File: config.mk
export PLATFORM = sky130hd
export DESIGN_NAME = hsl_to_rgb_converter_unit_flat
export DESIGN_NICKNAME = d
export VERILOG_FILES = /design/src/hsl2rgb_pkg.sv /design/src/hsl2rgb_req_if.sv /design/src/hsl2rgb_rsp_if.sv /design/src/hsl2rgb_ramp.sv /design/src/hsl_to_rgb_converter_unit.sv /design/src/flat_wrapper.sv
export SDC_FILE = /design/constraint.sdc
export NUM_CORES = 2
export LEC_CHECK = 0
export BUFFER_PORTS_ARGS = -buffer_cell sky130_fd_sc_hd__buf_2
export CORE_MARGIN = 4
export CORE_UTILIZATION = 50
export CTS_CLUSTER_DIAMETER = 40
export DETAILED_ROUTE_END_ITERATION = 10
export GPL_TIMING_DRIVEN = 0
export PLACE_DENSITY = 0.75
export SLEW_MARGIN = 0
export SYNTH_ARGS = -nofsm -noshare
export SYNTH_HDL_FRONTEND = slang
export SYNTH_SLANG_ARGS = --single-unit
File: constraint.sdc
create_clock -name clock -period 7.2 [get_ports clock]
set_clock_uncertainty 0.15 [all_clocks]
set_input_delay 1.44 -clock clock [delete_from_list [all_inputs] [get_ports clock]]
set_output_delay 1.44 -clock clock [all_outputs]
set_load 0.02 [all_outputs]
File: src/hsl2rgb_pkg.sv
`default_nettype none

package hsl2rgb_pkg;

   localparam int FIELD_W       = 16;
   localparam int FRAC_BITS_DEF = 16;
   localparam int STAGES        = 5;

   // hue ramp segment of one channel
   typedef enum logic [1:0] {
      SEG_RISE,
      SEG_HIGH,
      SEG_FALL,
      SEG_LOW
   } ramp_seg_type;

   // load enables of the pipeline stages, stage 1 first
   typedef struct packed {
      logic s1;
      logic s2;
      logic s3;
      logic s4;
      logic s5;
   } stage_en_type;

endpackage

`default_nettype wire

File: src/hsl2rgb_req_if.sv
`default_nettype none

interface hsl2rgb_req_if import hsl2rgb_pkg::*; ();
   logic               valid;
   logic               ready;
   logic [FIELD_W-1:0] hue;
   logic [FIELD_W-1:0] saturation;
   logic [FIELD_W-1:0] lightness;

   modport source (output valid, output hue, output saturation, output lightness,
                   input ready);
   modport sink   (input valid, input hue, input saturation, input lightness,
                   output ready);
endinterface

`default_nettype wire

File: src/hsl2rgb_rsp_if.sv
`default_nettype none

interface hsl2rgb_rsp_if import hsl2rgb_pkg::*; ();
   logic               valid;
   logic               ready;
   logic [FIELD_W-1:0] red;
   logic [FIELD_W-1:0] green;
   logic [FIELD_W-1:0] blue;

   modport source (output valid, output red, output green, output blue,
                   input ready);
   modport sink   (input valid, input red, input green, input blue,
                   output ready);
endinterface

`default_nettype wire

File: src/hsl2rgb_ramp.sv
`default_nettype none

module hsl2rgb_ramp import hsl2rgb_pkg::*; #(
   parameter int FRAC_BITS = FRAC_BITS_DEF
) (
   input  wire logic                 clock,
   input  wire stage_en_type         stage_en,
   input  wire logic [FRAC_BITS-1:0] hue_off,
   input  wire logic [FRAC_BITS:0]   diff,
   input  wire logic [FRAC_BITS:0]   lo_lvl,
   input  wire logic [FRAC_BITS:0]   hi_lvl,
   input  wire logic [FRAC_BITS-1:0] grey_lvl,
   input  wire logic                 grey,
   output logic      [FIELD_W-1:0]   chan
);

   localparam int F  = FRAC_BITS;
   localparam int TW = F + 3;
   localparam int VW = F + 2;
   localparam int TOPV = (F < FIELD_W) ? ((1 << F) - 1) : ((1 << FIELD_W) - 1);
   localparam logic [TW-1:0] ONE_T  = TW'(1) << F;
   localparam logic [VW-1:0] TWO_V  = VW'(1) << (F + 1);
   localparam logic [VW-1:0] TOP_V  = VW'(TOPV);

   logic [TW-1:0]  six_t;
   logic [VW-1:0]  three_t;
   ramp_seg_type   seg2_in, seg2_ff, seg3_ff, seg4_ff;
   logic [F:0]     fac2_in, fac2_ff, fac3_ff;
   logic [2*F+1:0] prod4_in, prod4_ff;
   logic [VW-1:0]  val;
   logic [FIELD_W-1:0] chan5_in, chan5_ff;

   // segment of the hue ramp and slope factor
   always_comb begin
      six_t   = (TW'(hue_off) << 2) + (TW'(hue_off) << 1);
      three_t = (VW'(hue_off) << 1) + VW'(hue_off);
      fac2_in = (F + 1)'(six_t);
      if (six_t < ONE_T) begin
         seg2_in = SEG_RISE;
      end else if (!hue_off[F-1]) begin
         seg2_in = SEG_HIGH;
      end else if (three_t < TWO_V) begin
         seg2_in = SEG_FALL;
         fac2_in = (F + 1)'((ONE_T << 2) - six_t);
      end else begin
         seg2_in = SEG_LOW;
      end
   end

   assign prod4_in = diff * fac3_ff;

   always_comb begin
      case (seg4_ff)
         SEG_RISE, SEG_FALL: val = VW'(lo_lvl) + prod4_ff[2*F+1:F];
         SEG_HIGH:           val = VW'(hi_lvl);
         default:            val = VW'(lo_lvl);
      endcase
      if (grey) begin
         val = VW'(grey_lvl);
      end
      if (val > TOP_V) begin
         val = TOP_V;
      end
      chan5_in = FIELD_W'(val);
   end

   always_ff @(posedge clock) begin
      if (stage_en.s2) begin
         seg2_ff <= seg2_in;
         fac2_ff <= fac2_in;
      end
      if (stage_en.s3) begin
         seg3_ff <= seg2_ff;
         fac3_ff <= fac2_ff;
      end
      if (stage_en.s4) begin
         seg4_ff  <= seg3_ff;
         prod4_ff <= prod4_in;
      end
      if (stage_en.s5) begin
         chan5_ff <= chan5_in;
      end
   end

   assign chan = chan5_ff;

endmodule

`default_nettype wire

File: src/hsl_to_rgb_converter_unit.sv
`default_nettype none

// HSL to RGB conversion in unsigned Q0.FRAC_BITS fixed point. A request
// carries hue, saturation and lightness; the response carries red, green and
// blue, saturated at the smaller of 1.0 - 1 LSB and 65535. Zero saturation
// gives grey at the lightness value. The datapath is a five-stage pipeline:
// input clamp and hue offsets, the lightness-saturation product with the ramp
// segment decode, the p/q levels, one ramp product per channel, and the
// final add and clamp into the output register. One request is taken every
// clock cycle unless a stalled response holds the pipeline back to the input
// stage; a stalled response holds only the stages behind it that are full,
// so bubbles are squeezed out.

module hsl_to_rgb_converter_unit import hsl2rgb_pkg::*; #(
   parameter int FRAC_BITS = FRAC_BITS_DEF
) (
   input wire logic      clock,
   input wire logic      reset,
   hsl2rgb_req_if.sink   req_chan,
   hsl2rgb_rsp_if.source rsp_chan
);

   localparam int F  = FRAC_BITS;
   localparam int XW = (F > FIELD_W) ? F : FIELD_W;
   localparam logic [F-1:0]  MAXV  = {F{1'b1}};
   localparam logic [XW-1:0] MAXV_X = XW'(MAXV);
   localparam logic [F-1:0]  THIRD = F'((1 << F) / 3);

   logic [STAGES-1:0] vld_ff, vld_in;
   stage_en_type      stage_en;

   logic [XW-1:0] hue_x, sat_x, lit_x;
   logic [F-1:0]  h1_in, s1_in, l1_in, h1_ff, s1_ff, l1_ff;
   logic [F-1:0]  off_r, off_g, off_b;
   logic [2*F-1:0] ls_full;
   logic [F-1:0]  ls2_in, ls2_ff, s2_ff, l2_ff;
   logic          grey2_in, grey2_ff, grey3_ff, grey4_ff;
   logic [F:0]    q3_in, p3_in, d3_in, q3_ff, p3_ff, d3_ff, q4_ff, p4_ff;
   logic [F-1:0]  l3_ff, l4_ff;
   logic [F+1:0]  q_hi, p_hi;

   // stage load enables, a stage moves when empty or when its successor moves
   always_comb begin
      stage_en.s5 = !vld_ff[4] || rsp_chan.ready;
      stage_en.s4 = !vld_ff[3] || stage_en.s5;
      stage_en.s3 = !vld_ff[2] || stage_en.s4;
      stage_en.s2 = !vld_ff[1] || stage_en.s3;
      stage_en.s1 = !vld_ff[0] || stage_en.s2;
      vld_in[0] = stage_en.s1 ? req_chan.valid : vld_ff[0];
      vld_in[1] = stage_en.s2 ? vld_ff[0] : vld_ff[1];
      vld_in[2] = stage_en.s3 ? vld_ff[1] : vld_ff[2];
      vld_in[3] = stage_en.s4 ? vld_ff[2] : vld_ff[3];
      vld_in[4] = stage_en.s5 ? vld_ff[3] : vld_ff[4];
   end

   assign req_chan.ready = stage_en.s1;
   assign rsp_chan.valid = vld_ff[4];

   // input clamp, hue wraps
   always_comb begin
      hue_x = XW'(req_chan.hue);
      sat_x = XW'(req_chan.saturation);
      lit_x = XW'(req_chan.lightness);
      h1_in = hue_x[F-1:0];
      s1_in = (sat_x > MAXV_X) ? MAXV : sat_x[F-1:0];
      l1_in = (lit_x > MAXV_X) ? MAXV : lit_x[F-1:0];
   end

   assign off_r = h1_ff + THIRD;
   assign off_g = h1_ff;
   assign off_b = h1_ff - THIRD;

   assign ls_full  = l1_ff * s1_ff;
   assign ls2_in   = ls_full[2*F-1:F];
   assign grey2_in = (s1_ff == '0);

   // q and p levels, and their difference
   always_comb begin
      if (!l2_ff[F-1]) begin
         q_hi  = (F + 2)'(l2_ff) + (F + 2)'(ls2_ff);
         p_hi  = (F + 2)'(l2_ff) - (F + 2)'(ls2_ff);
         q3_in = q_hi[F:0];
         p3_in = p_hi[F:0];
         d3_in = (F + 1)'(ls2_ff) << 1;
      end else begin
         q_hi  = (F + 2)'(l2_ff) + (F + 2)'(s2_ff) - (F + 2)'(ls2_ff);
         p_hi  = (F + 2)'(l2_ff) + (F + 2)'(ls2_ff) - (F + 2)'(s2_ff);
         q3_in = q_hi[F:0];
         if (p_hi[F+1]) begin
            p3_in = '0;
            d3_in = q_hi[F:0];
         end else begin
            p3_in = p_hi[F:0];
            d3_in = (F + 1)'(s2_ff - ls2_ff) << 1;
         end
      end
   end

   always_ff @(posedge clock) begin
      if (reset) begin
         vld_ff <= '0;
      end else begin
         vld_ff <= vld_in;
      end
   end

   always_ff @(posedge clock) begin
      if (stage_en.s1) begin
         h1_ff <= h1_in;
         s1_ff <= s1_in;
         l1_ff <= l1_in;
      end
      if (stage_en.s2) begin
         ls2_ff   <= ls2_in;
         s2_ff    <= s1_ff;
         l2_ff    <= l1_ff;
         grey2_ff <= grey2_in;
      end
      if (stage_en.s3) begin
         q3_ff    <= q3_in;
         p3_ff    <= p3_in;
         d3_ff    <= d3_in;
         l3_ff    <= l2_ff;
         grey3_ff <= grey2_ff;
      end
      if (stage_en.s4) begin
         q4_ff    <= q3_ff;
         p4_ff    <= p3_ff;
         l4_ff    <= l3_ff;
         grey4_ff <= grey3_ff;
      end
   end

   hsl2rgb_ramp #(.FRAC_BITS(FRAC_BITS)) u_ramp_red (
      .clock    (clock),
      .stage_en (stage_en),
      .hue_off  (off_r),
      .diff     (d3_ff),
      .lo_lvl   (p4_ff),
      .hi_lvl   (q4_ff),
      .grey_lvl (l4_ff),
      .grey     (grey4_ff),
      .chan     (rsp_chan.red)
   );

   hsl2rgb_ramp #(.FRAC_BITS(FRAC_BITS)) u_ramp_green (
      .clock    (clock),
      .stage_en (stage_en),
      .hue_off  (off_g),
      .diff     (d3_ff),
      .lo_lvl   (p4_ff),
      .hi_lvl   (q4_ff),
      .grey_lvl (l4_ff),
      .grey     (grey4_ff),
      .chan     (rsp_chan.green)
   );

   hsl2rgb_ramp #(.FRAC_BITS(FRAC_BITS)) u_ramp_blue (
      .clock    (clock),
      .stage_en (stage_en),
      .hue_off  (off_b),
      .diff     (d3_ff),
      .lo_lvl   (p4_ff),
      .hi_lvl   (q4_ff),
      .grey_lvl (l4_ff),
      .grey     (grey4_ff),
      .chan     (rsp_chan.blue)
   );

endmodule

`default_nettype wire
File: src/flat_wrapper.sv
// flat-port wrapper written by rule: the top's interface ports become plain ports
module hsl_to_rgb_converter_unit_flat import hsl2rgb_pkg::*;
#(
   parameter int FRAC_BITS = FRAC_BITS_DEF
)
  (clock, reset, req_chan_valid, req_chan_hue, req_chan_saturation, req_chan_lightness, req_chan_ready, rsp_chan_valid, rsp_chan_red, rsp_chan_green, rsp_chan_blue, rsp_chan_ready);
  hsl2rgb_req_if req_chan_i ();
  hsl2rgb_rsp_if rsp_chan_i ();
  input wire logic clock;
  input wire logic reset;
  input wire logic [$bits(req_chan_i.valid)-1:0] req_chan_valid;
  input wire logic [$bits(req_chan_i.hue)-1:0] req_chan_hue;
  input wire logic [$bits(req_chan_i.saturation)-1:0] req_chan_saturation;
  input wire logic [$bits(req_chan_i.lightness)-1:0] req_chan_lightness;
  output wire logic [$bits(req_chan_i.ready)-1:0] req_chan_ready;
  output wire logic [$bits(rsp_chan_i.valid)-1:0] rsp_chan_valid;
  output wire logic [$bits(rsp_chan_i.red)-1:0] rsp_chan_red;
  output wire logic [$bits(rsp_chan_i.green)-1:0] rsp_chan_green;
  output wire logic [$bits(rsp_chan_i.blue)-1:0] rsp_chan_blue;
  input wire logic [$bits(rsp_chan_i.ready)-1:0] rsp_chan_ready;
  assign req_chan_i.valid = req_chan_valid;
  assign req_chan_i.hue = req_chan_hue;
  assign req_chan_i.saturation = req_chan_saturation;
  assign req_chan_i.lightness = req_chan_lightness;
  assign req_chan_ready = req_chan_i.ready;
  assign rsp_chan_valid = rsp_chan_i.valid;
  assign rsp_chan_red = rsp_chan_i.red;
  assign rsp_chan_green = rsp_chan_i.green;
  assign rsp_chan_blue = rsp_chan_i.blue;
  assign rsp_chan_i.ready = rsp_chan_ready;
  hsl_to_rgb_converter_unit #(.FRAC_BITS(FRAC_BITS)) u_core (.clock(clock), .reset(reset), .req_chan(req_chan_i), .rsp_chan(rsp_chan_i));
endmodule
Word-level counts from Yosys, hierarchy flattened
Cells that the tools add are included.
{"block": "classes", "n_addsub": 20, "multipliers": 4, "n_lt_le_gt_ge": 11, "eq_ne": 6, "mux": 26, "bitwise": 3, "n_reduce_logical": 21}
{"cell": "17-bit 2-to-1 mux", "count": 14}
{"cell": "18-bit case mux with 2 select lines", "count": 3}
{"cell": "17-bit by 17-bit multiplier with 34-bit output", "count": 3}
{"cell": "18-bit by 17-bit adder with 19-bit output", "count": 3}
{"cell": "19-bit by 17-bit < comparator with 1-bit output (second input constant)", "count": 3}
{"cell": "17-bit by 16-bit adder with 18-bit output", "count": 3}
{"cell": "17-bit by 18-bit adder with 18-bit output", "count": 3}
{"cell": "18-bit by 16-bit > comparator with 1-bit output (second input constant)", "count": 3}
{"cell": "18-bit < comparator (second input constant)", "count": 3}
{"cell": "18-bit 2-to-1 mux", "count": 3}
{"cell": "1-bit by 17-bit subtractor with 17-bit output (first input constant)", "count": 3}
{"cell": "16-bit by 16-bit adder with 17-bit output", "count": 2}
{"cell": "16-bit > comparator (second input constant)", "count": 2}
{"cell": "16-bit by 16-bit multiplier with 32-bit output", "count": 1}
{"cell": "18-bit by 16-bit subtractor with 18-bit output", "count": 1}
{"cell": "16-bit by 16-bit subtractor with 17-bit output", "count": 1}
{"cell": "17-bit by 16-bit subtractor with 17-bit output", "count": 1}
{"cell": "16-bit by 15-bit adder with 16-bit output (second input constant)", "count": 1}
{"cell": "16-bit logical NOT", "count": 1}
{"cell": "16-bit by 15-bit subtractor with 16-bit output (second input constant)", "count": 1}
{"cell": "16-bit subtractor", "count": 1}
{"cell": "2-bit OR reduction", "count": 6}
{"cell": "2-bit by 1-bit equality test with 1-bit output (second input constant)", "count": 3}
{"cell": "2-bit equality test (second input constant)", "count": 3}
{"cell": "other kinds (6)", "count": 23}
{"block": "totals", "register_bits": 491, "inputBits": 52, "output_inout_bits": 50, "elab_cells": 137}

Logic depth before layout (Yosys ltp)
{"block": "logic_depth", "ltp_word": 6, "depth_mapped": 25, "mapped_depth_nobuf": 23}

Cells and area by module
Synthesis repeated with hierarchy kept, for this count alone.
{"block": "hier_totals", "cells_unflattened": 6119, "hier_area_um2": 59977.5}
{"module": "hsl_to_rgb_converter_unit", "n_inst": 1, "cells_per_inst": 1870, "area_per_inst_um2": 19775.2, "seq_area_each_um2": 6586.3}
{"module": "hsl2rgb_ramp at u_core.u_ramp_red", "n_inst": 1, "cells_per_inst": 1431, "area_per_inst_um2": 13496.7, "seq_area_each_um2": 2162.1}
{"module": "hsl2rgb_ramp at u_core.u_ramp_green", "n_inst": 1, "cells_per_inst": 1424, "area_per_inst_um2": 13432.9, "seq_area_each_um2": 2162.1}
{"module": "hsl2rgb_ramp at u_core.u_ramp_blue", "n_inst": 1, "cells_per_inst": 1394, "area_per_inst_um2": 13272.7, "seq_area_each_um2": 2162.1}

Worst setup path before layout
No wires, ideal clock.
{"block": "synth_path", "kind": "flip-flop to flip-flop", "startpoint": "register u_core.d3_ff[7]", "endpoint": "register u_core.u_ramp_green.prod4_ff[33] (data pin)", "setup_ns": 0.260, "arrival_ns": 6.132, "t_required_ns": 6.790, "slack_ns": 0.658, "path_stages_with_launch": 24, "n_path_buf": 2, "path_cell_list": "edfxtp_1 -> clkbuf_1 -> clkbuf_1 -> nand2_1 -> fa_1 -> inv_1 -> fa_1 -> inv_1 -> fa_1 -> inv_1 -> fa_1 -> fa_1 -> fa_1 -> ha_1 -> a21o_1 -> a21o_1 -> nor3_1 -> a21oi_1 -> a21oi_1 -> o32ai_1 -> a22o_1 -> o41a_1 -> a21oi_1 -> xnor2_1"}
{"block": "synth_via", "elab_chain_cells": 1}
{"element": "start: declaration", "line_no": "hsl_to_rgb_converter_unit.sv:38", "source": "logic [F:0] q3_in, p3_in, d3_in, q3_ff, p3_ff, d3_ff, q4_ff, p4_ff;"}
{"element": "start signal: assignment", "line_no": "hsl_to_rgb_converter_unit.sv:122", "source": "d3_ff <= d3_in;"}
{"element": "17-bit by 17-bit multiplier with 34-bit output", "line_no": "hsl2rgb_ramp.sv:50", "source": "assign prod4_in = diff * fac3_ff;"}
{"element": "named net u_core.u_ramp_green.prod4_in[33]", "line_no": "hsl2rgb_ramp.sv:29", "source": "logic [2*F+1:0] prod4_in, prod4_ff;"}
{"element": "end signal: assignment", "line_no": "hsl2rgb_ramp.sv:78", "source": "prod4_ff <= prod4_in;"}
{"element": "end: declaration", "line_no": "hsl2rgb_ramp.sv:29"}
The timed path passes the listed nets, and every way through them passes these cells.
A chain may end at the register's enable or synchronous reset.

Worst setup path after layout
{"block": "layout_path", "startpoint": "register u_core.d3_ff[14]", "endpoint": "register u_core.u_ramp_green.prod4_ff[33] (data pin)"}
The elaborated chain is that of the path after synthesis.

==> flow_metrics.py <==
metrics = {
    "global_route": {
        "grt_pass1_vias": 46104,
        "antenna_found_initial": 10,
        "grt_first_pass_wirelength_um": 260200,
        "track_usage_pct": 26.94,
        "grt_max_degree": 98,
        "overflow": 0,
    },
    "detailed_routing": {
        "vias": 44431,
        "routed_via_density": 5.597,
        "post_drt_wl_per_cell_um": 21.10,
        "post-route-drc-count": 0,
        "first_pass_iters": 8,
        "drtIter0Drc": 3844,
        "postRouteAntennaNets": 0,
        "routed_wl_um": 167500,
    },
    "die": {
        "rows": 126,
        "dieArea_mm2": 0.1244,
        "coreArea_mm2": 0.1179,
        "io_pins": 102,
        "die_y_um": 352.7,
        "start_util_pct": 50.37,
        "die_w_um": 352.7,
    },
    "timing": {
        "maxSlewViolCount": 0,
        "period_needed_ns": 7.083,
        "hold_viol": 0,
        "setup_violations": 0,
        "worst_pin_slew_ns": 1.198,
        "period_share_pct": 98.37,
        "max_freq_ghz": 0.1412,
        "maxSlewHeadroom_pct": 19.47,
        "rsz0062_at_grt": "yes",
        "whs_ns": 0.2628,
    },
    "synthesis": {
        "syn_area_per_cell_um2": 9.737,
        "synth_cell_type_count": 80,
        "synth-edff-count": 430,
        "yosys_register_bits": 435,
        "yosysWarnings": 0,
        "ys_async_sr_fraction_pct": 0,
        "netlist_instances": 6100,
        "ys.flop_type": "edfxtp_1",
        "syn_area_mm2": 0.05940,
        "ys_seq_area_share_pct": 21.91,
        "syn_nets": 7646,
    },
    "placed_design": {
        "place.gp.congestion": 0.9873,
        "hpwl_um": 135600,
        "port-buffer-count": 101,
    },
    "worst_setup_path": {
        "critical_path_required_ns": 7.44,
        "slowest_delay_ns": 0.56,
        "critPathTopFamily": "adder cells",
        "cp_common_cell": "fa_1",
        "slowest_stage": "fa_1",
        "worstPathMaxFanout": 10,
        "startpoint_type": "flop",
        "crit_type": "reg2reg",
        "crit_chain": "buf_2 > clkbuf_4 > nand2_1 > fa_1 > fa_1 > inv_1 > fa_1 > fa_1 > fa_1 > inv_1 > fa_1 > inv_1 > ha_1 > a21o_1 > nor3_2 > a21oi_4 > a21oi_4 > o32ai_4 > a22o_1 > o41a_1 > a21oi_1 > xnor2_1",
        "cp.arrival_ns": 7.32,
        "endpoint_kind": "flop",
        "crit_buf_inv": 5,
    },
    "layout": {
        "area_growth_pct": 9.981,
        "final_cell_mix": "1,121 x inv_1, 839 x fa_1, 701 x nand2_1, 655 x ha_1, 526 x and2_1",
        "drive_gt1_share_pct": 7.909,
        "mostFrequentLayoutCell": "inv_1",
        "final_nets": 7894,
    },
    "clocking": {
        "numClockSinks": 435,
        "cts_root_buffer": "clkbuf_16",
        "htree_levels": 3,
        "cts_tree": "yes",
        "clkLatencyLatePin_ns": 0.64,
        "cts_max_path_buffers": 3,
        "clk_pin_slew_worst_paths_ns": 0.05,
        "hold_buffers": 0,
        "cts_made_buffers": 66,
    },
    "outcome": {
        "status": "completed",
    },
    "worst_hold_path": {
        "hold_class": "reg2reg",
    },
    "flow_run": {
        "max_cap_viol_count": 0,
    },
}
==> path summary, 6_finish.rpt <==
| path | start | to | slack, ns | cells past startpoint |
|---|---|---|---|---|
| worst max-delay path | u_core.d3_ff[14] | u_core.u_ramp_green.prod4_ff[33] | 0.12 | 22 |
| worst min-delay path | u_core.u_ramp_blue.seg3_ff[0] | u_core.u_ramp_blue.seg4_ff[0] | 0.26 | 0 |
| worst max register to register | u_core.d3_ff[14] | u_core.u_ramp_green.prod4_ff[33] | 0.12 | 22 |
| worst min register to register | u_core.u_ramp_blue.seg3_ff[0] | u_core.u_ramp_blue.seg4_ff[0] | 0.26 | 0 |
==> cells by family after synthesis <==
logic type      synth area share (%)
xor+xnor                       3.937
fa+ha+maj                      42.08
flops                          21.91
simple gates                   14.39
compound gates                 7.697
buf+inv                        8.571
mux                            1.424
==> timing repair <==
item                       CTS  global route
gates resized for setup    147           171
setup buffers               11            80
pin swaps                    0             7
setup endpoints to repair   62            29
==> sequential cells by signal, indices dropped and copies added, names as in the netlist, 17 cells and up <==
name	cells
u_core.u_ramp_blue.prod4_ff	18
u_core.q4_ff	17
u_core.q3_ff	17
u_core.u_ramp_green.prod4_ff	18
u_core.p4_ff	17
u_core.p3_ff	17
u_core.u_ramp_red.prod4_ff	18
u_core.d3_ff	17
==> synth_stat cells, drive strengths merged, types with 94 or more instances <==
cell       n  area share [%]
xnor2    173             2.6
fa       839              28
and2     526             5.5
ha       655              14
inv     1123             7.1
xor2      94             1.4
a21oi    205             1.7
nor2     218             1.4
nand2    703             4.4
clkbuf   224             1.4
edfxtp   430              22
o21ai    158             1.3
==> layout make-up <==
cell class / count / area (µm²)
inverters: 1123 / 4220
clock buffers: 71 / 1713
flip-flops and latches: 435 / 13010
fillers: 10094 / 52600
multi-input cells: 4309 / 41440
well taps: 1536 / 1922
diodes: 4 / 10.01
clock inverters: 47 / 456.7
plain buffers: 217 / 1189
repair buffers: 196 / 1366
==> per-stage QoR <==
step / utilization, % / setup TNS, ns / cells / area (µm²) / worst slack (ns)
final: 55.40 / 0 / 7938 / 65330 / 0.1171
after global routing: 55.39 / -0.07303 / 7935 / 65320 / -0.07303
after CTS: 54.72 / -0.06996 / 7861 / 64530 / -0.06996
after detailed placement: 52.54 / -40.27 / 7741 / 61960 / -1.424
after global placement: 52.43 / -36.61 / 7737 / 61820 / -1.350
after floorplan: - / 0 / 6100 / 59400 / 0.6579
==> routing by layer <==
metal,up-vias,wire (µm),GRT usage [%]
li1,20000,-,-
met1,21899,65670,34.67
met2,2019,76600,43.38
met3,505,15780,5.642
met4,8,9366,13.38
met5,-,57,0
Power is left out: the tool's default activity adds up to more than one toggle a clock period on the data nets, which glitch-free logic cannot reach.
